**src/rtl/fpba_pkg.sv**
```systemverilog
`default_nettype none
// ----------------------------------------------------------------------------
// fpba_pkg: shared types and constants of the fit policy block allocator
// Holds the operation and policy codes, the sequencer states, the register
// indexes and the request and result records passed between the modules.
// ----------------------------------------------------------------------------
package fpba_pkg;

	// Default sizing of the block table.
	localparam int MAX_BLOCKS_DEF = 16;
	localparam int SIZE_WIDTH_DEF = 16;

	// Fixed widths of the port fields.
	localparam int OP_W       = 2;
	localparam int IN_IDX_W   = 4;
	localparam int AMOUNT_W   = 16;
	localparam int NUM_W      = 5;
	localparam int CFG_DATA_W = 5;
	localparam int POLICY_W   = 2;

	// Block count after reset.
	localparam logic [CFG_DATA_W-1:0] BLOCK_COUNT_RESET = 5'd16;

	// Operation codes carried by an input item. OP_NONE does nothing.
	typedef enum logic [OP_W-1:0] {
		OP_LOAD    = 2'd0,
		OP_NEW_RUN = 2'd1,
		OP_ALLOC   = 2'd2,
		OP_NONE    = 2'd3
	} op_t;

	// Placement policies.
	typedef enum logic [POLICY_W-1:0] {
		FIT_FIRST = 2'd0,
		FIT_BEST  = 2'd1,
		FIT_WORST = 2'd2,
		FIT_NEXT  = 2'd3
	} fit_t;

	// Configuration register indexes.
	typedef enum logic {
		CFG_FIT_POLICY  = 1'b0,
		CFG_BLOCK_COUNT = 1'b1
	} cfg_reg_t;

	// Scan sequencer states.
	typedef enum logic [1:0] {
		ST_IDLE   = 2'd0,
		ST_SCAN   = 2'd1,
		ST_RESULT = 2'd2
	} state_t;

	// Request handed from the input side to the scan sequencer.
	typedef struct packed {
		op_t                 op;
		logic [AMOUNT_W-1:0] amount;
	} alloc_req_t;

	// Outcome of one allocate request.
	typedef struct packed {
		logic             granted;
		logic [NUM_W-1:0] block_number;
	} alloc_result_t;

endpackage : fpba_pkg
`default_nettype wire

```
**src/rtl/fit_policy_block_allocator_core.sv**
```systemverilog
`default_nettype none
// ----------------------------------------------------------------------------
// fit_policy_block_allocator_core: fixed-partition block allocator
// Loads a table of block sizes, clears occupancy on a new run and grants at most one
// free block per allocate request under first, best, worst or next fit.
// ----------------------------------------------------------------------------
// A load, a new run or an unused op code gives no result. For an allocate
// request the sequencer fetches one block size per cycle through the single
// read port of the size table and compares it in the following cycle; first
// and next fit stop at the first fitting block, and a block count of zero
// skips the scan. The input side is not ready while a request is being
// scanned. The result waits in an output register, and the next item is
// taken while it waits. Configuration writes are taken in every cycle and
// must only be made while the block is idle. No clearing pass runs after
// reset.
// ----------------------------------------------------------------------------
module fit_policy_block_allocator_core
	import fpba_pkg::*;
#(
	parameter int MAX_BLOCKS = MAX_BLOCKS_DEF,
	parameter int SIZE_WIDTH = SIZE_WIDTH_DEF
) (
	input  wire logic                  clk,
	input  wire logic                  arst_n,
	// Input items
	input  wire logic                  in_valid,
	output logic                       in_ready,
	input  wire logic [OP_W-1:0]       op,
	input  wire logic [IN_IDX_W-1:0]   block_index,
	input  wire logic [AMOUNT_W-1:0]   amount,
	// Results
	output logic                       out_valid,
	input  wire logic                  out_ready,
	output logic                       granted,
	output logic      [NUM_W-1:0]      block_number,
	// Configuration writes
	input  wire logic                  cfg_valid,
	output logic                       cfg_ready,
	input  wire logic                  cfg_index,
	input  wire logic [CFG_DATA_W-1:0] cfg_data
);

	localparam int IDX_W = (MAX_BLOCKS > 1) ? $clog2(MAX_BLOCKS) : 1;

	fit_t                  policy_q;
	logic [CFG_DATA_W-1:0] block_count_q;
	logic                  out_valid_q;
	alloc_result_t         out_q;
	logic                  out_free;
	logic                  in_xfer;
	logic                  idle;
	logic                  wr_en;
	logic                  rd_en;
	logic [IDX_W-1:0]      rd_addr;
	logic [SIZE_WIDTH-1:0] rd_data;
	logic                  res_valid;
	alloc_result_t         res;
	alloc_req_t            req;

	assign cfg_ready = 1'b1;
	assign in_ready  = idle;
	assign in_xfer   = in_valid && in_ready;
	assign out_free  = !out_valid_q || out_ready;

	assign req.op     = op_t'(op);
	assign req.amount = amount;

	// Configuration registers.
	always_ff @(posedge clk or negedge arst_n) begin
		if (!arst_n) begin
			policy_q      <= FIT_FIRST;
			block_count_q <= BLOCK_COUNT_RESET;
		end else if (cfg_valid && cfg_ready) begin
			unique case (cfg_reg_t'(cfg_index))
				CFG_FIT_POLICY:  policy_q      <= fit_t'(cfg_data[POLICY_W-1:0]);
				CFG_BLOCK_COUNT: block_count_q <= cfg_data;
			endcase
		end
	end

	// Loads beyond the table depth are dropped.
	assign wr_en = in_xfer && (op_t'(op) == OP_LOAD) && (32'(block_index) < MAX_BLOCKS);

	fpba_size_mem #(
		.DEPTH (MAX_BLOCKS),
		.WIDTH (SIZE_WIDTH)
	) u_size_mem (
		.clk     (clk),
		.wr_en   (wr_en),
		.wr_addr (IDX_W'(block_index)),
		.wr_data (SIZE_WIDTH'(amount)),
		.rd_en   (rd_en),
		.rd_addr (rd_addr),
		.rd_data (rd_data)
	);

	fpba_scan #(
		.MAX_BLOCKS (MAX_BLOCKS),
		.SIZE_WIDTH (SIZE_WIDTH)
	) u_scan (
		.clk         (clk),
		.arst_n      (arst_n),
		.start       (in_xfer),
		.req         (req),
		.fit_policy  (policy_q),
		.block_count (block_count_q),
		.idle        (idle),
		.rd_en       (rd_en),
		.rd_addr     (rd_addr),
		.rd_data     (rd_data),
		.out_free    (out_free),
		.res_valid   (res_valid),
		.res         (res)
	);

	// Output register: holds a result until its transfer.
	always_ff @(posedge clk or negedge arst_n) begin
		if (!arst_n) begin
			out_valid_q <= 1'b0;
		end else if (res_valid) begin
			out_valid_q <= 1'b1;
		end else if (out_ready) begin
			out_valid_q <= 1'b0;
		end
	end

	always_ff @(posedge clk) begin
		if (res_valid) begin
			out_q <= res;
		end
	end

	assign out_valid    = out_valid_q;
	assign granted      = out_q.granted;
	assign block_number = out_q.block_number;

endmodule : fit_policy_block_allocator_core
`default_nettype wire

```
**src/rtl/fpba_size_mem.sv**
```systemverilog
`default_nettype none
// ----------------------------------------------------------------------------
// fpba_size_mem: block size table
// Single write port and single read port with registered read data. Entries
// hold no defined value until they are loaded.
// ----------------------------------------------------------------------------
module fpba_size_mem
	import fpba_pkg::*;
#(
	parameter int DEPTH = MAX_BLOCKS_DEF,
	parameter int WIDTH = SIZE_WIDTH_DEF,
	localparam int ADDR_W = (DEPTH > 1) ? $clog2(DEPTH) : 1
) (
	input  wire logic              clk,
	input  wire logic              wr_en,
	input  wire logic [ADDR_W-1:0] wr_addr,
	input  wire logic [WIDTH-1:0]  wr_data,
	input  wire logic              rd_en,
	input  wire logic [ADDR_W-1:0] rd_addr,
	output logic      [WIDTH-1:0]  rd_data
);

	logic [WIDTH-1:0] mem_q [DEPTH];

	// Write port.
	always_ff @(posedge clk) begin
		if (wr_en) begin
			mem_q[wr_addr] <= wr_data;
		end
	end

	// Registered read port.
	always_ff @(posedge clk) begin
		if (rd_en) begin
			rd_data <= mem_q[rd_addr];
		end
	end

endmodule : fpba_size_mem
`default_nettype wire

```
**src/rtl/fpba_scan.sv**
```systemverilog
`default_nettype none
// ----------------------------------------------------------------------------
// fpba_scan: scan sequencer and compare unit
// Walks the blocks in use one per cycle through the size table read port,
// compares each fetched size against the request and the best candidate so
// far, and keeps the occupied marks and the next-fit pointer.
// ----------------------------------------------------------------------------
module fpba_scan
	import fpba_pkg::*;
#(
	parameter int MAX_BLOCKS = MAX_BLOCKS_DEF,
	parameter int SIZE_WIDTH = SIZE_WIDTH_DEF,
	localparam int IDX_W = (MAX_BLOCKS > 1) ? $clog2(MAX_BLOCKS) : 1,
	localparam int CNT_W = $clog2(MAX_BLOCKS + 1)
) (
	input  wire logic                  clk,
	input  wire logic                  arst_n,
	input  wire logic                  start,
	input  wire alloc_req_t            req,
	input  wire fit_t                  fit_policy,
	input  wire logic [CFG_DATA_W-1:0] block_count,
	output logic                       idle,
	output logic                       rd_en,
	output logic      [IDX_W-1:0]      rd_addr,
	input  wire logic [SIZE_WIDTH-1:0] rd_data,
	input  wire logic                  out_free,
	output logic                       res_valid,
	output alloc_result_t              res
);

	state_t                state_q, state_d;
	logic [MAX_BLOCKS-1:0] used_q;
	logic [IDX_W-1:0]      nptr_q;
	logic [CNT_W-1:0]      cnt_q;
	logic [CNT_W-1:0]      n_q;
	logic [CNT_W-1:0]      n_calc;
	logic [IDX_W-1:0]      pos_q;
	logic [IDX_W-1:0]      pos_next;
	logic [IDX_W-1:0]      start_pos;
	logic [SIZE_WIDTH-1:0] want_q;
	logic [SIZE_WIDTH-1:0] best_q;
	logic [IDX_W-1:0]      pick_q;
	logic                  found_q;
	logic                  s1_valid_s1;
	logic [IDX_W-1:0]      pos_s1;
	logic                  last_s1;
	logic                  fits;
	logic                  take;
	logic                  issue;
	logic                  begin_alloc;
	logic                  begin_clear;

	// Blocks in use, with counts above the table depth clamped to it.
	always_comb begin
		if (32'(block_count) > MAX_BLOCKS) begin
			n_calc = CNT_W'(MAX_BLOCKS);
		end else begin
			n_calc = CNT_W'(block_count);
		end
	end

	// Next fit starts at the pointer when it lies inside the blocks in use.
	assign start_pos = ((fit_policy == FIT_NEXT) && (CNT_W'(nptr_q) < n_calc))
		? nptr_q : '0;

	// Circular step of the scan address.
	assign pos_next = ((CNT_W'(pos_q) + CNT_W'(1)) == n_q) ? '0 : (pos_q + IDX_W'(1));

	// Compare unit: free and large enough.
	assign fits = !used_q[pos_s1] && (rd_data >= want_q);

	// Sequencer next state and controls.
	always_comb begin
		state_d     = state_q;
		idle        = 1'b0;
		issue       = 1'b0;
		take        = 1'b0;
		res_valid   = 1'b0;
		begin_alloc = 1'b0;
		begin_clear = 1'b0;
		unique case (state_q)
			ST_IDLE: begin
				idle = 1'b1;
				if (start) begin
					case (req.op)
						OP_NEW_RUN: begin_clear = 1'b1;
						OP_ALLOC: begin
							begin_alloc = 1'b1;
							state_d = (n_calc == '0) ? ST_RESULT : ST_SCAN;
						end
						default: ;
					endcase
				end
			end
			ST_SCAN: begin
				issue = (cnt_q != n_q);
				if (s1_valid_s1) begin
					case (fit_policy)
						FIT_BEST:  take = fits && (!found_q || (rd_data < best_q));
						FIT_WORST: take = fits && (rd_data > best_q);
						default:   take = fits;
					endcase
					if (last_s1 || (take && ((fit_policy == FIT_FIRST) ||
						(fit_policy == FIT_NEXT)))) begin
						state_d = ST_RESULT;
					end
				end
			end
			ST_RESULT: begin
				if (out_free) begin
					res_valid = 1'b1;
					state_d   = ST_IDLE;
				end
			end
			default: state_d = ST_IDLE;
		endcase
	end

	assign rd_en   = issue;
	assign rd_addr = pos_q;

	assign res.granted      = found_q;
	assign res.block_number = found_q ? NUM_W'(32'(pick_q) + 1) : '0;

	// Control state.
	always_ff @(posedge clk or negedge arst_n) begin
		if (!arst_n) begin
			state_q     <= ST_IDLE;
			s1_valid_s1 <= 1'b0;
			cnt_q       <= '0;
			found_q     <= 1'b0;
			used_q      <= '0;
			nptr_q      <= '0;
		end else begin
			state_q     <= state_d;
			s1_valid_s1 <= issue && (state_d == ST_SCAN);
			if (begin_alloc) begin
				cnt_q   <= '0;
				found_q <= 1'b0;
			end else begin
				if (issue) begin
					cnt_q <= cnt_q + CNT_W'(1);
				end
				if (take) begin
					found_q <= 1'b1;
				end
			end
			// Occupied marks and next-fit pointer.
			if (begin_clear) begin
				used_q <= '0;
				nptr_q <= '0;
			end else if (res_valid && found_q) begin
				used_q[pick_q] <= 1'b1;
				if (fit_policy == FIT_NEXT) begin
					nptr_q <= pick_q;
				end
			end
		end
	end

	// Scan datapath.
	always_ff @(posedge clk) begin
		if (begin_alloc) begin
			want_q <= SIZE_WIDTH'(req.amount);
			n_q    <= n_calc;
			pos_q  <= start_pos;
			best_q <= '0;
		end
		if (issue) begin
			pos_q   <= pos_next;
			pos_s1  <= pos_q;
			last_s1 <= ((cnt_q + CNT_W'(1)) == n_q);
		end
		if (take) begin
			pick_q <= pos_s1;
			best_q <= rd_data;
		end
	end

	// A granted block is marked occupied right after the result leaves.
	assert property (@(posedge clk) disable iff (!arst_n)
		(res_valid && found_q) |=> used_q[$past(pick_q)])
		else $error("granted block not marked occupied");

	// Next fit leaves the pointer on the granted block.
	assert property (@(posedge clk) disable iff (!arst_n)
		(res_valid && found_q && (fit_policy == FIT_NEXT)) |=> (nptr_q == $past(pick_q)))
		else $error("next-fit pointer not moved to granted block");

	// The scan never fetches more blocks than are in use.
	assert property (@(posedge clk) disable iff (!arst_n)
		(state_q == ST_SCAN) |-> (cnt_q <= n_q))
		else $error("scan ran past the blocks in use");

	// Fetched data is only compared while the scan runs.
	assert property (@(posedge clk) disable iff (!arst_n)
		s1_valid_s1 |-> (state_q == ST_SCAN))
		else $error("compare stage active outside the scan");

endmodule : fpba_scan
`default_nettype wire
```
**config.mk**
```make
export PLATFORM = sky130hd
export DESIGN_NAME = fit_policy_block_allocator_core
export DESIGN_NICKNAME = d
export VERILOG_FILES = /design/src/rtl/fpba_pkg.sv /design/src/rtl/fit_policy_block_allocator_core.sv /design/src/rtl/fpba_size_mem.sv /design/src/rtl/fpba_scan.sv
export SDC_FILE = /design/constraint.sdc
export NUM_CORES = 1
export LEC_CHECK = 0
export ABC_CLOCK_PERIOD_IN_PS = 7900
export BUFFER_PORTS_ARGS = -buffer_cell sky130_fd_sc_hd__buf_2
export CORE_MARGIN = 2
export CORE_UTILIZATION = 52
export CTS_CLUSTER_DIAMETER = 40
export CTS_CLUSTER_SIZE = 20
export DETAILED_ROUTE_END_ITERATION = 6
export HOLD_SLACK_MARGIN = 0.02
export PLACE_DENSITY_LB_ADDON = 0.25
export SETUP_SLACK_MARGIN = 0.05
export SYNTH_ARGS = -nofsm -noshare
export SYNTH_HDL_FRONTEND = slang
export SYNTH_SLANG_ARGS = --single-unit
```
**constraint.sdc**
```tcl
create_clock -name clk -period 7.9 [get_ports clk]
set_clock_uncertainty 0.2 [all_clocks]
set_input_delay 0.395 -clock clk [delete_from_list [all_inputs] [get_ports clk]]
set_output_delay 0.395 -clock clk [all_outputs]
set_load 0.02 [all_outputs]
```
==> flow_summary_export.csv <==
group,metric,value,unit
synthesis,synth_fp_nets,883,
placement,place_inst,1224,
floorplan,fp-row-count,62,
grt,grt_first_pass_wirelength,48000,um
critical_path,startpoint_type,"flip-flop",
critical_path,critical-path-slowest-cell,"a211oi_4",
timing,period_share,0.477,
clock_tree,cts_tree,"built",
synthesis,synth_cells,807,
cells_and_area,final_cell_mix,"edfxtp_1 (328), mux4_2 (81), inv_1 (43), ha_1 (43), clkbuf_16 (42)",
route,drtIter0Drc,612,
clock_tree,cts_buffer_depth,3,
cells_and_area,diodes,0,
power_and_ir_drop,p_leak,6.11,nW
cells_and_area,drive_gt1_frac,0.256,
synthesis,ys_ff_latch,365,
clock_tree,cts.sinks,365,
synthesis,seq_area_frac_synth,0.718,
critical_path,path_max_fanout,21,
cells_and_area,layoutNonFillerInstCount,1313,
outcome,status,"finished clean",
clock_tree,root_buffer,"clkbuf_16",
timing,tightest_slew,1.01,ns
critical_path,critPathCaptureType,"flip-flop",
timing,slew_headroom,0.329,
route,routedWlPerCell,23.8,um
grt,grt-ovfl-total,0,
floorplan,dieArea,30300,um2
synthesis,synth_flop_cell,"edfxtp_1",
synthesis,syn_avg_cell_area,18.6,um2
synthesis,yosysWarnings,0,
synthesis,synth_edf_count,328,
critical_path,crit_type,"reg -> reg",
timing,fmax,265,MHz
critical_path,cp_cell_sequence,"ha_1 -> nand4_1 -> a2111oi_1 -> o41ai_1 -> a211oi_4 -> or2_1",
floorplan,core,28500,um2
grt,grt_antenna_before_repair,0,
cells_and_area,final_util,0.606,
timing,rsz0062_at_grt,"no",
placement,hpwl,18700,um
clock_tree,cts.htree.levels,2,
clock_tree,clock_latency,0.54,ns
route,ant_nets,0,
timing,drv_slew,0,
route,num_vias,7708,
clock_tree,cts_made_buffers,42,
placement,numPortBuffers,40,
clock_tree,path_clk_slew,0.07,ns
route,drc,0,
cells_and_area,final_common_cell,"edfxtp_1",
timing,tns,0,ns
grt,grt_usage,0.213,
synthesis,mappedNetlistArea,15000,um2
floorplan,start_util,0.526,
cells_and_area,area.growth.synth_to_final,15.2,%
cells_and_area,stdcell_area,17300,um2
route,via_per_inst,5.87,
placement,gp_congestion,0.819,
route,dr.pass1.iters,5,
critical_path,worst_ep_arrival_time,3.73,ns
cells_and_area,final_nets,971,
power_and_ir_drop,power.total,5.81,mW
power_and_ir_drop,p_per_area,336,nW/um2
timing,finalCriticalPeriod,3.77,ns
synthesis,ys_async_sr_fraction,0.101,
floorplan,ios,42,
run,max_cap_viol_count,0,
grt,grt_pass1_vias,8024,
route,routed_wl,31300,um
timing,setup_viol,0,
synthesis,synth_cell_types,61,
floorplan,die_h,174,um
critical_path,cpPeakStageDelay,0.76,ns
floorplan,fp.dieW,174,um
critical_path,critical_path_required,7.86,ns
placement,placed_area,15700,um2
min_path,min_path_type,"in -> reg",
power_and_ir_drop,max-vdd-ir-drop,0.226,mV
timing,hold_viol,0,
grt,grt_max_degree,68,
[flip-flops by register name (all words and copies together), names as in the netlist, 2 cells and up]
name	cells
u_scan.rd_addr	4
u_scan.best_q	16
u_scan.pick_q	4
u_size_mem.rd_data	16
u_scan.cnt_q	5
u_scan.used_q	16
u_scan.nptr_q	4
block_number	5
policy_q	2
u_size_mem.mem_q	256
u_scan.pos_s1	4
u_scan.want_q	16
u_scan.state_q	2
block_count_q	5
u_scan.n_q	5
[worst paths after layout]
path	startpoint	to	slack (ns)	cells after the start
worst min register to register	u_scan.used_q[6]$_DFFE_PN0P_	u_scan.used_q[6]$_DFFE_PN0P_	0.30	2
min in group asynchronous	arst_n	block_count_q[1]$_DFFE_PN0P_	0.32	2
worst max-delay path	u_size_mem.rd_data[15]$_DFFE_PP_	u_scan.best_q[10]$_SDFFCE_PN0P_	4.13	6
worst min-delay path	amount[0]	u_size_mem.mem_q[0][0]$_DFFE_PP_	0.04	1
worst max register to register	u_size_mem.rd_data[15]$_DFFE_PP_	u_scan.best_q[10]$_SDFFCE_PN0P_	4.13	6
max in group asynchronous	arst_n	u_scan.used_q[5]$_DFFE_PN0P_	6.63	2
[final cells by class]
type | count | area (um2)
Clock inverter | 35 | 383
Inverter | 43 | 161
Fill cell | 2076 | 11300
Sequential cell | 365 | 10800
Timing Repair Buffer | 73 | 475
Multi-Input combinational cell | 370 | 3970
Tap cell | 384 | 480
Clock buffer | 43 | 1050
[critical path, delay by kind of cell (launching register included)]
kind	cells	cell delay [ns]
flip-flops	1	0.42
AO/OA/AOI/OAI	3	1.53
AND/OR/NAND/NOR	2	0.88
adder cells (fa/ha/maj)	1	0.35
[timing repair]
item                      4_1_cts  5_1_grt
hold endpoints to repair       85        0
gates resized for setup         0        0
buffers inserted                0        0
hold buffers                   11        0
[power breakdown]
part | internal (mW) | switching, mW
Sequential | 2.33 | 0.128
Clock | 1.12 | 0.830
Combinational | 0.657 | 0.741
[cells by family (layout without fill, tap and decap cells)]
group,after synthesis,in the layout,share of synthesized area
AOI/OAI and AO/OA,78,78,0.0353
other,1,1,0.000250
DFF,365,365,0.718
muxes,94,94,0.134
and+or+nand+nor,138,138,0.0477
adders and majority gates,43,43,0.0358
buffers and inverters,72,194,0.0197
xor gates and xnor gates,16,16,0.00933
[metrics by stage]
stage / setup slack (ns) / hold slack [ns]
after global routing: 3.92 / 0.0352
final: 4.13 / 0.0407
after floorplan: 5.01 / -0.101
after detailed placement: 4.18 / 0.275
after global placement: 4.31 / 0.265
after CTS: 4.15 / 0.0201
[synthesized netlist by cell type (3+ instances only)]
| master | instances | area [um2] |
|---|---|---|
| edfxtp_1 | 328 | 9850 |
| mux4_2 | 81 | 1820 |
| ha_1 | 43 | 538 |
| inv_1 | 43 | 161 |
| nor2_1 | 40 | 150 |
| dfrtp_1 | 36 | 901 |
| and2_1 | 21 | 131 |
| nand2_1 | 21 | 78.8 |
| o21ai_0 | 18 | 90.1 |
| clkbuf_1 | 16 | 60.1 |
| a21oi_1 | 15 | 75.1 |
| a31oi_1 | 12 | 75.1 |
| nand2b_1 | 11 | 68.8 |
| xor2_1 | 10 | 87.6 |
| nor2b_1 | 9 | 56.3 |
| buf_2 | 8 | 40.0 |
| nand3_1 | 8 | 40.0 |
| mux2_2 | 7 | 78.8 |
| nand4_1 | 7 | 43.8 |
| nor3_1 | 6 | 30.0 |
| xnor2_1 | 6 | 52.6 |
| a22o_1 | 4 | 35.0 |
| a41oi_1 | 4 | 35.0 |
| or3_1 | 4 | 25.0 |
| a211oi_1 | 3 | 22.5 |
| mux4_1 | 3 | 78.8 |
[metal layers]
metal / track usage / share of wire
met1: 0.282 / 0.40
met3: 0.0357 / 0.058
met2: 0.361 / 0.51
met4: 0.0774 / 0.028
met5: 0 / 0
(Power assumes the default switching activity.)
